--- config.mk ---
export PLATFORM = sky130hd
export DESIGN_NAME = rms_block_level_meter
export DESIGN_NICKNAME = d
export VERILOG_FILES = /design/src/hw/rtl/rbm_pkg.sv /design/src/hw/rtl/rbm_front.sv /design/src/hw/rtl/rbm_job_fifo.sv /design/src/hw/rtl/rbm_back.sv /design/src/hw/rtl/rms_block_level_meter.sv
export SDC_FILE = /design/constraint.sdc
export NUM_CORES = 2
export LEC_CHECK = 0
export ABC_AREA = 1
export BUFFER_PORTS_ARGS = -buffer_cell sky130_fd_sc_hd__buf_2
export CORE_ASPECT_RATIO = 0.6
export CORE_MARGIN = 2
export CORE_UTILIZATION = 53
export CTS_CLUSTER_SIZE = 25
export DETAILED_ROUTE_END_ITERATION = 8
export PLACE_DENSITY = 0.77
export SLEW_MARGIN = 10
export SYNTH_ARGS = -nofsm -noshare
export SYNTH_HDL_FRONTEND = slang
export SYNTH_SLANG_ARGS = --single-unit
--- constraint.sdc ---
create_clock -name aclk -period 8.09 [get_ports aclk]
set_clock_uncertainty 0.15 [all_clocks]
set_input_delay 1.2135 -clock aclk [delete_from_list [all_inputs] [get_ports aclk]]
set_output_delay 1.2135 -clock aclk [all_outputs]
set_load 0.02 [all_outputs]
--- src/hw/rtl/rbm_pkg.sv ---
// Package for the block RMS level meter: sizes, register indexes and the
// job word that the sample front end hands to the divide/square-root back end.
// No dependencies.
package rbm_pkg;

    localparam int MAX_CHANNELS = 8;
    localparam int MAX_BLOCK    = 4096;
    localparam int SAMPLE_BITS  = 24;

    // samples in a block before the tally saturates
    localparam int TALLY_LIMIT = MAX_CHANNELS * MAX_BLOCK;
    localparam int TALLY_W     = $clog2(TALLY_LIMIT + 1);

    // square of a magnitude is at most 2^(2*SAMPLE_BITS-2)
    localparam int SQ_W   = 2 * SAMPLE_BITS - 1;
    localparam int SUM_W  = SQ_W + TALLY_W - 1;
    localparam int MEAN_W = SQ_W;
    localparam int ROOT_W = SAMPLE_BITS;

    // configuration registers
    localparam int CC_W      = 4;
    localparam int BL_W      = 13;
    localparam int EXP_W     = CC_W + BL_W;
    localparam int CFG_IDX_W = 1;
    localparam int CFG_DAT_W = 13;

    localparam logic [CFG_IDX_W-1:0] REG_CHANNEL_COUNT = 1'd0;
    localparam logic [CFG_IDX_W-1:0] REG_BLOCK_LENGTH  = 1'd1;

    localparam logic [CC_W-1:0] CC_RESET = 4'd2;
    localparam logic [BL_W-1:0] BL_RESET = 13'd512;

    localparam int FIFO_DEPTH = 4;
    localparam int FIFO_AW    = $clog2(FIFO_DEPTH);

    typedef struct packed {
        logic [SUM_W-1:0]   sum;
        logic [TALLY_W-1:0] tally;
        logic               mismatch;
    } job_t;

endpackage

--- src/hw/rtl/rbm_front.sv ---
// Sample front end: config registers, magnitude, square, accumulate, tally.
// Pushes one job_t per block end. Depends on rbm_pkg.
module rbm_front (
    input  logic                                  aclk,
    input  logic                                  aresetn,
    input  logic                                  cfg_valid,
    output logic                                  cfg_ready,
    input  logic [rbm_pkg::CFG_IDX_W-1:0]         cfg_index,
    input  logic [rbm_pkg::CFG_DAT_W-1:0]         cfg_data,
    input  logic                                  s_valid,
    output logic                                  s_ready,
    input  logic signed [rbm_pkg::SAMPLE_BITS-1:0] s_sample_value,
    input  logic                                  s_last_of_block,
    input  logic                                  job_full,
    output logic                                  job_push,
    output rbm_pkg::job_t                         job_data
);

    logic [rbm_pkg::CC_W-1:0]    cc_reg;
    logic [rbm_pkg::BL_W-1:0]    bl_reg;
    logic [rbm_pkg::EXP_W-1:0]   expected;

    logic [rbm_pkg::TALLY_W-1:0] tally_reg, tally_next, tally_inc;
    logic                        ovf_reg, ovf_next, ovf_inc;
    logic                        add_ok, mis_now, accept, advance;
    logic [rbm_pkg::SAMPLE_BITS-1:0] mag;

    // stage A: magnitude
    logic                            a_valid_reg;
    logic [rbm_pkg::SAMPLE_BITS-1:0] a_mag_reg;
    logic                            a_last_reg, a_add_reg, a_mis_reg;
    logic [rbm_pkg::TALLY_W-1:0]     a_tally_reg;
    // stage B: square
    logic                            b_valid_reg;
    logic [rbm_pkg::SQ_W-1:0]        b_sq_reg;
    logic                            b_last_reg, b_add_reg, b_mis_reg;
    logic [rbm_pkg::TALLY_W-1:0]     b_tally_reg;
    logic [2*rbm_pkg::SAMPLE_BITS-1:0] prod;

    logic [rbm_pkg::SUM_W-1:0]       sum_reg, sum_plus;

    assign cfg_ready = 1'b1;

    always_ff @(posedge aclk) begin
        if (!aresetn) begin
            cc_reg <= rbm_pkg::CC_RESET;
            bl_reg <= rbm_pkg::BL_RESET;
        end else if (cfg_valid) begin
            case (cfg_index)
                rbm_pkg::REG_CHANNEL_COUNT: cc_reg <= cfg_data[rbm_pkg::CC_W-1:0];
                rbm_pkg::REG_BLOCK_LENGTH:  bl_reg <= cfg_data[rbm_pkg::BL_W-1:0];
                default: ;
            endcase
        end
    end

    assign expected = rbm_pkg::EXP_W'(cc_reg) * rbm_pkg::EXP_W'(bl_reg);

    // the whole pipe holds while a block end waits for queue room
    assign advance  = !(b_valid_reg && b_last_reg && job_full);
    assign s_ready  = advance;
    assign accept   = s_valid && s_ready;

    assign mag = s_sample_value[rbm_pkg::SAMPLE_BITS-1] ?
                 (~s_sample_value + 1'b1) : s_sample_value;

    always_comb begin
        add_ok    = tally_reg < rbm_pkg::TALLY_W'(rbm_pkg::TALLY_LIMIT);
        tally_inc = add_ok ? tally_reg + 1'b1 : tally_reg;
        ovf_inc   = ovf_reg | !add_ok;
        mis_now   = ovf_inc || (32'(tally_inc) != 32'(expected)) || (tally_inc == '0);
        tally_next = tally_reg;
        ovf_next   = ovf_reg;
        if (accept) begin
            tally_next = s_last_of_block ? '0 : tally_inc;
            ovf_next   = s_last_of_block ? 1'b0 : ovf_inc;
        end
    end

    always_ff @(posedge aclk) begin
        if (!aresetn) begin
            tally_reg   <= '0;
            ovf_reg     <= 1'b0;
            a_valid_reg <= 1'b0;
            b_valid_reg <= 1'b0;
            sum_reg     <= '0;
        end else begin
            tally_reg <= tally_next;
            ovf_reg   <= ovf_next;
            if (advance) begin
                a_valid_reg <= accept;
                b_valid_reg <= a_valid_reg;
                if (b_valid_reg) begin
                    if (b_last_reg)
                        sum_reg <= '0;
                    else
                        sum_reg <= sum_plus;
                end
            end
        end
    end

    assign prod = a_mag_reg * a_mag_reg;

    always_ff @(posedge aclk) begin
        if (advance) begin
            if (accept) begin
                a_mag_reg   <= mag;
                a_last_reg  <= s_last_of_block;
                a_add_reg   <= add_ok;
                a_mis_reg   <= mis_now;
                a_tally_reg <= tally_inc;
            end
            b_sq_reg    <= prod[rbm_pkg::SQ_W-1:0];
            b_last_reg  <= a_last_reg;
            b_add_reg   <= a_add_reg;
            b_mis_reg   <= a_mis_reg;
            b_tally_reg <= a_tally_reg;
        end
    end

    assign sum_plus = b_add_reg ? sum_reg + rbm_pkg::SUM_W'(b_sq_reg) : sum_reg;

    assign job_push          = advance && b_valid_reg && b_last_reg;
    assign job_data.sum      = sum_plus;
    assign job_data.tally    = b_tally_reg;
    assign job_data.mismatch = b_mis_reg;

endmodule

--- src/hw/rtl/rbm_job_fifo.sv ---
// Short queue of block-end jobs between front end and back end.
// Depends on rbm_pkg.
module rbm_job_fifo (
    input  logic          aclk,
    input  logic          aresetn,
    input  logic          push,
    input  rbm_pkg::job_t push_data,
    input  logic          pop,
    output rbm_pkg::job_t pop_data,
    output logic          full,
    output logic          empty
);

    rbm_pkg::job_t mem [rbm_pkg::FIFO_DEPTH];
    logic [rbm_pkg::FIFO_AW-1:0] wr_ptr_reg, rd_ptr_reg;
    logic [rbm_pkg::FIFO_AW:0]   count_reg;

    assign full     = count_reg == (rbm_pkg::FIFO_AW+1)'(rbm_pkg::FIFO_DEPTH);
    assign empty    = count_reg == '0;
    assign pop_data = mem[rd_ptr_reg];

    always_ff @(posedge aclk) begin
        if (!aresetn) begin
            wr_ptr_reg <= '0;
            rd_ptr_reg <= '0;
            count_reg  <= '0;
        end else begin
            if (push)
                wr_ptr_reg <= wr_ptr_reg + 1'b1;
            if (pop)
                rd_ptr_reg <= rd_ptr_reg + 1'b1;
            if (push && !pop)
                count_reg <= count_reg + 1'b1;
            else if (pop && !push)
                count_reg <= count_reg - 1'b1;
        end
    end

    always_ff @(posedge aclk) begin
        if (push)
            mem[wr_ptr_reg] <= push_data;
    end

endmodule

--- src/hw/rtl/rbm_back.sv ---
// Back end: bit-serial mean (sum / tally), digit-by-digit square root,
// max/min bound update and the result register. Depends on rbm_pkg.
module rbm_back (
    input  logic                            aclk,
    input  logic                            aresetn,
    input  logic                            job_empty,
    output logic                            job_pop,
    input  rbm_pkg::job_t                   job_data,
    output logic                            m_valid,
    input  logic                            m_ready,
    output logic [rbm_pkg::ROOT_W-1:0]      m_rms_level,
    output logic [rbm_pkg::ROOT_W-1:0]      m_max_level,
    output logic [rbm_pkg::ROOT_W-1:0]      m_min_level,
    output logic                            m_size_mismatch
);

    localparam logic [1:0] ST_IDLE = 2'd0;
    localparam logic [1:0] ST_DIV  = 2'd1;
    localparam logic [1:0] ST_SQRT = 2'd2;
    localparam logic [1:0] ST_DONE = 2'd3;

    localparam int CNT_W  = $clog2(rbm_pkg::SUM_W);
    localparam int RAD_W  = 2 * rbm_pkg::ROOT_W;
    localparam int SREM_W = rbm_pkg::ROOT_W + 3;

    logic [1:0]                    state_reg;
    logic [CNT_W-1:0]              cnt_reg;
    logic [rbm_pkg::SUM_W-1:0]     dvd_reg;
    logic [rbm_pkg::TALLY_W-1:0]   rem_reg, dvs_reg;
    logic                          mis_reg;
    logic [RAD_W-1:0]              rad_reg;
    logic [SREM_W-1:0]             srem_reg;
    logic [rbm_pkg::ROOT_W-1:0]    root_reg;
    logic [rbm_pkg::ROOT_W-1:0]    max_reg, min_reg, max_next, min_next;

    logic                          m_valid_reg, m_mis_reg;
    logic [rbm_pkg::ROOT_W-1:0]    m_rms_reg, m_max_reg, m_min_reg;

    logic [rbm_pkg::TALLY_W:0]     rem_sh, rem_dif;
    logic                          div_ge;
    logic [SREM_W-1:0]             srem_sh, trial, srem_dif;
    logic                          sq_ge;
    logic                          out_free;

    assign job_pop  = (state_reg == ST_IDLE) && !job_empty;
    assign out_free = !m_valid_reg || m_ready;

    // restoring divide, one quotient bit per cycle
    assign rem_sh  = {rem_reg, dvd_reg[rbm_pkg::SUM_W-1]};
    assign rem_dif = rem_sh - {1'b0, dvs_reg};
    assign div_ge  = !rem_dif[rbm_pkg::TALLY_W];

    // square root, one result bit per cycle
    assign srem_sh  = {srem_reg[SREM_W-3:0], rad_reg[RAD_W-1 -: 2]};
    assign trial    = {1'b0, root_reg, 2'b01};
    assign srem_dif = srem_sh - trial;
    assign sq_ge    = srem_sh >= trial;

    always_comb begin
        max_next = (root_reg > max_reg) ? root_reg : max_reg;
        min_next = (root_reg < min_reg) ? root_reg : min_reg;
        if (root_reg == '0) begin
            max_next = '0;
            min_next = '0;
        end
    end

    always_ff @(posedge aclk) begin
        if (!aresetn) begin
            state_reg   <= ST_IDLE;
            max_reg     <= '0;
            min_reg     <= '0;
            m_valid_reg <= 1'b0;
        end else begin
            if (state_reg == ST_DONE && out_free)
                m_valid_reg <= 1'b1;
            else if (m_ready)
                m_valid_reg <= 1'b0;
            case (state_reg)
                ST_IDLE: begin
                    if (!job_empty)
                        state_reg <= job_data.mismatch ? ST_DONE : ST_DIV;
                end
                ST_DIV: begin
                    if (cnt_reg == '0)
                        state_reg <= ST_SQRT;
                end
                ST_SQRT: begin
                    if (cnt_reg == '0)
                        state_reg <= ST_DONE;
                end
                ST_DONE: begin
                    if (out_free) begin
                        max_reg     <= max_next;
                        min_reg     <= min_next;
                        state_reg   <= ST_IDLE;
                    end
                end
                default: state_reg <= ST_IDLE;
            endcase
        end
    end

    always_ff @(posedge aclk) begin
        case (state_reg)
            ST_IDLE: begin
                dvd_reg  <= job_data.sum;
                dvs_reg  <= job_data.tally;
                mis_reg  <= job_data.mismatch;
                rem_reg  <= '0;
                root_reg <= '0;
                cnt_reg  <= CNT_W'(rbm_pkg::SUM_W - 1);
            end
            ST_DIV: begin
                rem_reg <= div_ge ? rem_dif[rbm_pkg::TALLY_W-1:0]
                                  : rem_sh[rbm_pkg::TALLY_W-1:0];
                dvd_reg <= {dvd_reg[rbm_pkg::SUM_W-2:0], div_ge};
                if (cnt_reg == '0) begin
                    rad_reg  <= RAD_W'({dvd_reg[rbm_pkg::SUM_W-2:0], div_ge});
                    srem_reg <= '0;
                    root_reg <= '0;
                    cnt_reg  <= CNT_W'(rbm_pkg::ROOT_W - 1);
                end else begin
                    cnt_reg  <= cnt_reg - 1'b1;
                end
            end
            ST_SQRT: begin
                srem_reg <= sq_ge ? srem_dif : srem_sh;
                root_reg <= {root_reg[rbm_pkg::ROOT_W-2:0], sq_ge};
                rad_reg  <= rad_reg << 2;
                cnt_reg  <= cnt_reg - 1'b1;
            end
            ST_DONE: begin
                if (out_free) begin
                    m_rms_reg <= root_reg;
                    m_max_reg <= max_next;
                    m_min_reg <= min_next;
                    m_mis_reg <= mis_reg;
                end
            end
            default: ;
        endcase
    end

    assign m_valid         = m_valid_reg;
    assign m_rms_level     = m_rms_reg;
    assign m_max_level     = m_max_reg;
    assign m_min_level     = m_min_reg;
    assign m_size_mismatch = m_mis_reg;

endmodule

--- src/hw/rtl/rms_block_level_meter.sv ---
// Top level of the block RMS level meter.
// Instantiates rbm_front, rbm_job_fifo and rbm_back; uses rbm_pkg.

// Samples stream in at one per cycle: s_ready stays high unless a block end
// finds the four-entry job queue full. Each sample is squared and summed;
// the sample flagged last_of_block closes the block and queues a job. The
// back end then takes each job through a bit-serial divide (sum / count)
// and a square root in a single shared divide/root sequencer, and pops no
// new job until the last result is registered. Blocks shorter than that work
// fill the queue and then throttle the input. A block whose sample count is
// not channel_count*block_length (or exceeds 32768 samples) reports RMS 0
// with size_mismatch set; an RMS of 0 also clears the max/min bounds.
// Config (cfg_index 0 = channel_count, 1 = block_length) is always ready
// and must only be written while the meter is idle.
module rms_block_level_meter (
    input  logic                                   aclk,
    input  logic                                   aresetn,
    // config write
    input  logic                                   cfg_valid,
    output logic                                   cfg_ready,
    input  logic [rbm_pkg::CFG_IDX_W-1:0]          cfg_index,
    input  logic [rbm_pkg::CFG_DAT_W-1:0]          cfg_data,
    // sample stream
    input  logic                                   s_valid,
    output logic                                   s_ready,
    input  logic signed [rbm_pkg::SAMPLE_BITS-1:0] s_sample_value,
    input  logic                                   s_last_of_block,
    // per-block result
    output logic                                   m_valid,
    input  logic                                   m_ready,
    output logic [rbm_pkg::ROOT_W-1:0]             m_rms_level,
    output logic [rbm_pkg::ROOT_W-1:0]             m_max_level,
    output logic [rbm_pkg::ROOT_W-1:0]             m_min_level,
    output logic                                   m_size_mismatch
);

    // job word: block sum, sample count and the mismatch verdict
    rbm_pkg::job_t push_word, pop_word;
    logic          job_push, job_pop, job_full, job_empty;

    // front: config regs, |x|, x^2 (one multiplier), accumulate and tally
    rbm_front u_front (
        .aclk            (aclk),
        .aresetn         (aresetn),
        .cfg_valid       (cfg_valid),
        .cfg_ready       (cfg_ready),
        .cfg_index       (cfg_index),
        .cfg_data        (cfg_data),
        .s_valid         (s_valid),
        .s_ready         (s_ready),
        .s_sample_value  (s_sample_value),
        .s_last_of_block (s_last_of_block),
        .job_full        (job_full),
        .job_push        (job_push),
        .job_data        (push_word)
    );

    // decouples sample intake from the slow per-block math
    rbm_job_fifo u_fifo (
        .aclk      (aclk),
        .aresetn   (aresetn),
        .push      (job_push),
        .push_data (push_word),
        .pop       (job_pop),
        .pop_data  (pop_word),
        .full      (job_full),
        .empty     (job_empty)
    );

    // back: divide, sqrt, bounds, registered result
    rbm_back u_back (
        .aclk            (aclk),
        .aresetn         (aresetn),
        .job_empty       (job_empty),
        .job_pop         (job_pop),
        .job_data        (pop_word),
        .m_valid         (m_valid),
        .m_ready         (m_ready),
        .m_rms_level     (m_rms_level),
        .m_max_level     (m_max_level),
        .m_min_level     (m_min_level),
        .m_size_mismatch (m_size_mismatch)
    );

endmodule
Word-level counts from Yosys, hierarchy flattened --
Memory sizes are Yosys's and may differ from the RTL's. A register that Yosys moved wholly into a read port is not among the register bits. Cells that the tools add are included.
Cells by class: $add $sub $neg 10, multipliers 2, $lt $le $gt $ge 4, equal/unequal tests 9, muxes and demuxes 36, bitwise gates (word level) 4, reductions and logical operators 37
Operators by type and width (count):
- two-way mux 62 bit | 2
- case mux 62 bit (2 select lines) | 1
- two-way mux 24 bit | 5
- case mux 48 bit (2 select lines) | 1
- case mux 24 bit (3 select lines) | 1
- adder 62 x 47 -> 62 bit | 1
- two-way mux 25 bit | 2
- case mux 25 bit (2 select lines) | 1
- two-way mux 16 bit | 3
- two-way mux 48 bit | 1
- multiplier 24 x 24 -> 47 bit | 1
- case mux 16 bit (2 select lines) | 1
- greater-or-equal comparator 27 x 26 -> 1 bit | 1
- subtractor 25 bit | 1
- adder 24 x 1 -> 24 bit, second input constant | 1
- greater-than comparator 24 bit | 1
- logical NOT 24 bit | 1
- less-than comparator 24 bit | 1
- NOT 24 bit | 1
- two-way mux 23 bit | 1
- case mux 6 bit (3 select lines) | 1
- multiplier 4 x 13 -> 17 bit | 1
- inequality test 16 x 17 -> 1 bit | 1
- subtractor 17 x 16 -> 17 bit | 1
- other kinds (29) | 70
Storage, ports and cells: flip-flop bits (word level) 536, memory bits (writable) 316, input bits 44, output and inout port bits 76, logic and storage cells 140, memories 1
Memory list:
- u_fifo.mem | depth 4, bits a word 79, read ports 1, clocked after Yosys merged registers in 1, wr ports 1, line rbm_job_fifo.sv:14 | rbm_pkg::job_t mem [rbm_pkg::FIFO_DEPTH];

Longest topological paths before layout --
depth in word-level cells 9, mapped depth 30, depth with buffers taken out 29

Cells and area by module --
A second synthesis with hierarchy kept.
Second synthesis, totals: cells, all modules 7040, area, all modules 61147.4 um^2
By module, submodules not included:
- rbm_front | instances 1, cells an instance 4291, area each 31895.6 um^2, seq. area each 5205.0 um^2
- rbm_back | instances 1, cells an instance 1928, area each 17117.7 um^2, seq. area each 9158.8 um^2
- rbm_job_fifo | instances 1, cells an instance 821, area each 12134.1 um^2, seq. area each 9669.3 um^2

Least setup slack after synthesis --
OpenSTA, ideal clock, no wires.
path type register -> register, start reg u_front.b_last_reg, end mem u_fifo.mem[0][0] (netlist name) (enable), setup time 0.517 ns, arrival time 6.457 ns, data required time 7.423 ns, path slack 0.966 ns, stages on the path, launching flop included 6, buffers on the path 0, clock period less this slack 7.124 ns, cell sequence edfxtp_1 -> nand4_1 -> nand2_1 -> inv_1 -> nand2_1 -> nor2_1
Between the ends: longest elaborated chain between the ends 7
RTL lines:
- start: declaration | line rbm_front.sv:36 | logic b_last_reg, b_add_reg, b_mis_reg;
- start signal: assignment | line rbm_front.sv:115 | b_last_reg <= a_last_reg;
- logical AND 1 bit (2 in a row) | line rbm_front.sv:60 | assign advance = !(b_valid_reg && b_last_reg && job_full);
- logical NOT 1 bit | line rbm_front.sv:60
- named net s_ready | line rms_block_level_meter.sv:25 | output logic s_ready,
- logical AND 1 bit (2 in a row) | line rbm_front.sv:124 | assign job_push = advance && b_valid_reg && b_last_reg;
- two-way mux 1 bit | line rbm_job_fifo.sv:40 | if (push)
- two-way mux 1 bit (implied by the code) | line rbm_job_fifo.sv:41 | mem[wr_ptr_reg] <= push_data;
- end: declaration | line rbm_job_fifo.sv:14
The timed path passes the listed nets, and every way through them passes these cells.

Worst setup path after layout --
start reg u_front.a_mag_reg[2] (netlist name), end reg u_front.b_sq_reg[35] (netlist name), data pin
Between the ends: longest elaborated chain between the ends 1
RTL lines:
- start: declaration | line rbm_front.sv:30 | logic [rbm_pkg::SAMPLE_BITS-1:0] a_mag_reg;
- start signal: assignment | line rbm_front.sv:108 | a_mag_reg <= mag;
- multiplier 24 x 24 -> 47 bit | line rbm_front.sv:103 | assign prod = a_mag_reg * a_mag_reg;
- named net u_front.prod (one bit) | line rbm_front.sv:38 | logic [2*rbm_pkg::SAMPLE_BITS-1:0] prod;
- end signal: assignment | line rbm_front.sv:114 | b_sq_reg <= prod[rbm_pkg::SQ_W-1:0];
- end: declaration | line rbm_front.sv:35 | logic [rbm_pkg::SQ_W-1:0] b_sq_reg;
The timed path passes the listed nets, and every way through them passes these cells. A chain may end at the register's enable or synchronous reset.

==> qor.yml <==
grt_max_degree: 106
holdCritPathClass: "reg2reg"
min_period_over_period_pct: 94.0
core_area_sq_um: 110000
area_delta_synth_final_pct: 8.72
hold_viol_final: 0
cts_max_level: 3
status: "completed"
gp_congestion: 0.993
dr.pass1.iters: 9
final_nets: 7468
cts_resized: 0
postCtsSetupBuffers: 0
drt-total-wl_mm: 151
synth_seq_area_share_pct: 40.6
cp_data_required_time_ns: 8.35
synthTopCellsByCount: "1286 x inv_1, 1212 x nand2_1, 695 x edfxtp_1, 575 x nor2_1, 491 x o21ai_0"
dr.first_iter.drc_count: 5522
worstPathArrival_ns: 7.87
vias_per_cell: 5.52
slew_viol_final: 0
finalCriticalPeriod_ns: 7.61
drc: 0
die_width_um: 436
ant_nets: 0
synth_flop_cell: "edfxtp_1"
worst_slew_pin_slew_ns: 1.37
clock_latency_ns: 0.70
setup_viol: 0
yosysMostFrequentCell: "inv_1"
clockRootBuffer: "clkbuf_16"
synth_cell_types: 58
cts_sinks: 853
cts-hold-fix-buffers: 0
dpl.hpwl_mm: 113
rsz0062_at_grt: "false"
avgSynthCellArea_sq_um: 8.99
drive_above_1_share_pct: 6.06
clkSlewWorstSetupHoldPaths_ns: 0.07
globalRouteTotalUtil_pct: 26.4
yosysWarnings: 0
wl_per_cell_um: 18.4
ios: 120
fmax_mhz: 131
synth_edf_count: 695
endpoint_kind: "flip-flop"
max_slew_margin_pct: 7.68
cts_buffers: 83
initial_utilization_pct: 53.7
grt_pass1_vias: 42843
ys_seq_elements: 853
antenna_found_initial: 4
cap_violations: 0
syn_inst: 6585
cts_tree: "yes"
crit_path_max_fanout: 24
dieArea_sq_um: 115000
worst_path_largest_cell_delay_ns: 1.10
die_h_um: 263
synthDominantCellAreaShare_pct: 35.2
timing_worst_setup_path_type: "reg2reg"
clock_path_buffers: 3
async_flop_share_pct: 0
setup_tns_ns: 0
synthTopCellsByArea: "edfxtp_1 35%, fa_1 15%, inv_1 8.2%, nand2_1 7.7%, ha_1 7.2%"
largest_reg_flops: 316
place.port_buffers: 118
critPathLaunchType: "flip-flop"
grt_pass1_wl_mm: 240
gr-total-overflow: 0
vias: 45221
synth_area_sq_um: 59200
slowest_stage: "edfxtp_1"
synth_top_area_cell: "edfxtp_1"
syn_nets: 7418
num_rows: 94
## worst max-delay path: cells and delay by family, from the launching register on
kind,cells,cell delay [ns]
buffers and inverters,7,0.38
xor gates and xnor gates,1,0.17
and+or+nand+nor,3,0.50
adders and majority gates,8,3.97
DFF,1,1.10
AOI/OAI and AO/OA,6,1.02
## metrics by stage
step / instance area (sq um) / util, % / worst slack, ns / std cells / hold WS, ns
after floorplan: 59200 / - / 0.966 / 6585 / 0.250
after global placement: 61400 / 55.8 / 0.699 / 8038 / 0.254
after global routing: 64400 / 58.4 / 0.0459 / 8193 / 0.289
final: 64400 / 58.4 / 0.485 / 8195 / 0.270
after detailed placement: 61400 / 55.8 / 0.576 / 8038 / 0.255
after CTS: 64400 / 58.4 / 0.526 / 8193 / 0.271
## path summary, 6_finish.rpt
check                               from                      to  slack [ns]  depth (start not counted)
hold reg to reg   u_front.a_tally_reg[3]  u_front.b_tally_reg[3]        0.27                          0
setup / recovery    u_front.a_mag_reg[2]    u_front.b_sq_reg[35]        0.48                         25
setup reg to reg    u_front.a_mag_reg[2]    u_front.b_sq_reg[35]        0.48                         25
hold / removal    u_front.a_tally_reg[3]  u_front.b_tally_reg[3]        0.27                          0
## cells by family (layout without fill, tap and decap cells)
family          count (synthesis)  count (layout)  share of synthesized area (%)
simple gates                 2190            2190                           15.1
mux                             1               1                         0.0190
xor+xnor                      156             156                           2.37
buf+inv                      1511            1631                           9.64
other cells                     1               3                        0.00633
fa+ha+maj                     789             789                           22.4
flops                         853             853                           40.6
compound gates               1084            1084                           9.93
## area by class of cell
type                            instances  area [sq um]
Antenna cell                            2          5.00
Clock buffer                          101          2250
Tap cell                             1488          1860
Multi-Input combinational cell       4221         29600
Inverter                             1290          4850
Timing Repair Buffer                  186          1140
Fill cell                            9267         45800
Clock inverter                         54           687
Sequential cell                       853         24000
## layer usage
metal	GRT usage (%)	share of wire, %	vias up
met4	5.01	1.6	0
li1	-	-	21183
met1	42.1	46	21606
met2	35.6	40	2257
met5	0	0	-
met3	7.30	13	175
## layout by cell type, fill, tap and decap left out, types with 18 or more instances in the layout
master / instances
ha_1: 338
nand3_1: 245
edfxtp_1: 695
o21ai_0: 491
a21oi_1: 368
xor2_1: 74
a31oi_1: 25
nor2_1: 568
xnor2_1: 79
nand4_1: 32
dfxtp_1: 156
fa_1: 450
o21bai_1: 18
buf_4: 65
or2_2: 21
buf_2: 118
inv_1: 1282
o22ai_1: 65
nand2_1: 1210
clkbuf_16: 84
a21o_1: 32
nor3_1: 34
Power is left out: the tool's default activity adds up to more than one toggle a clock period on the data nets, which glitch-free logic cannot reach.
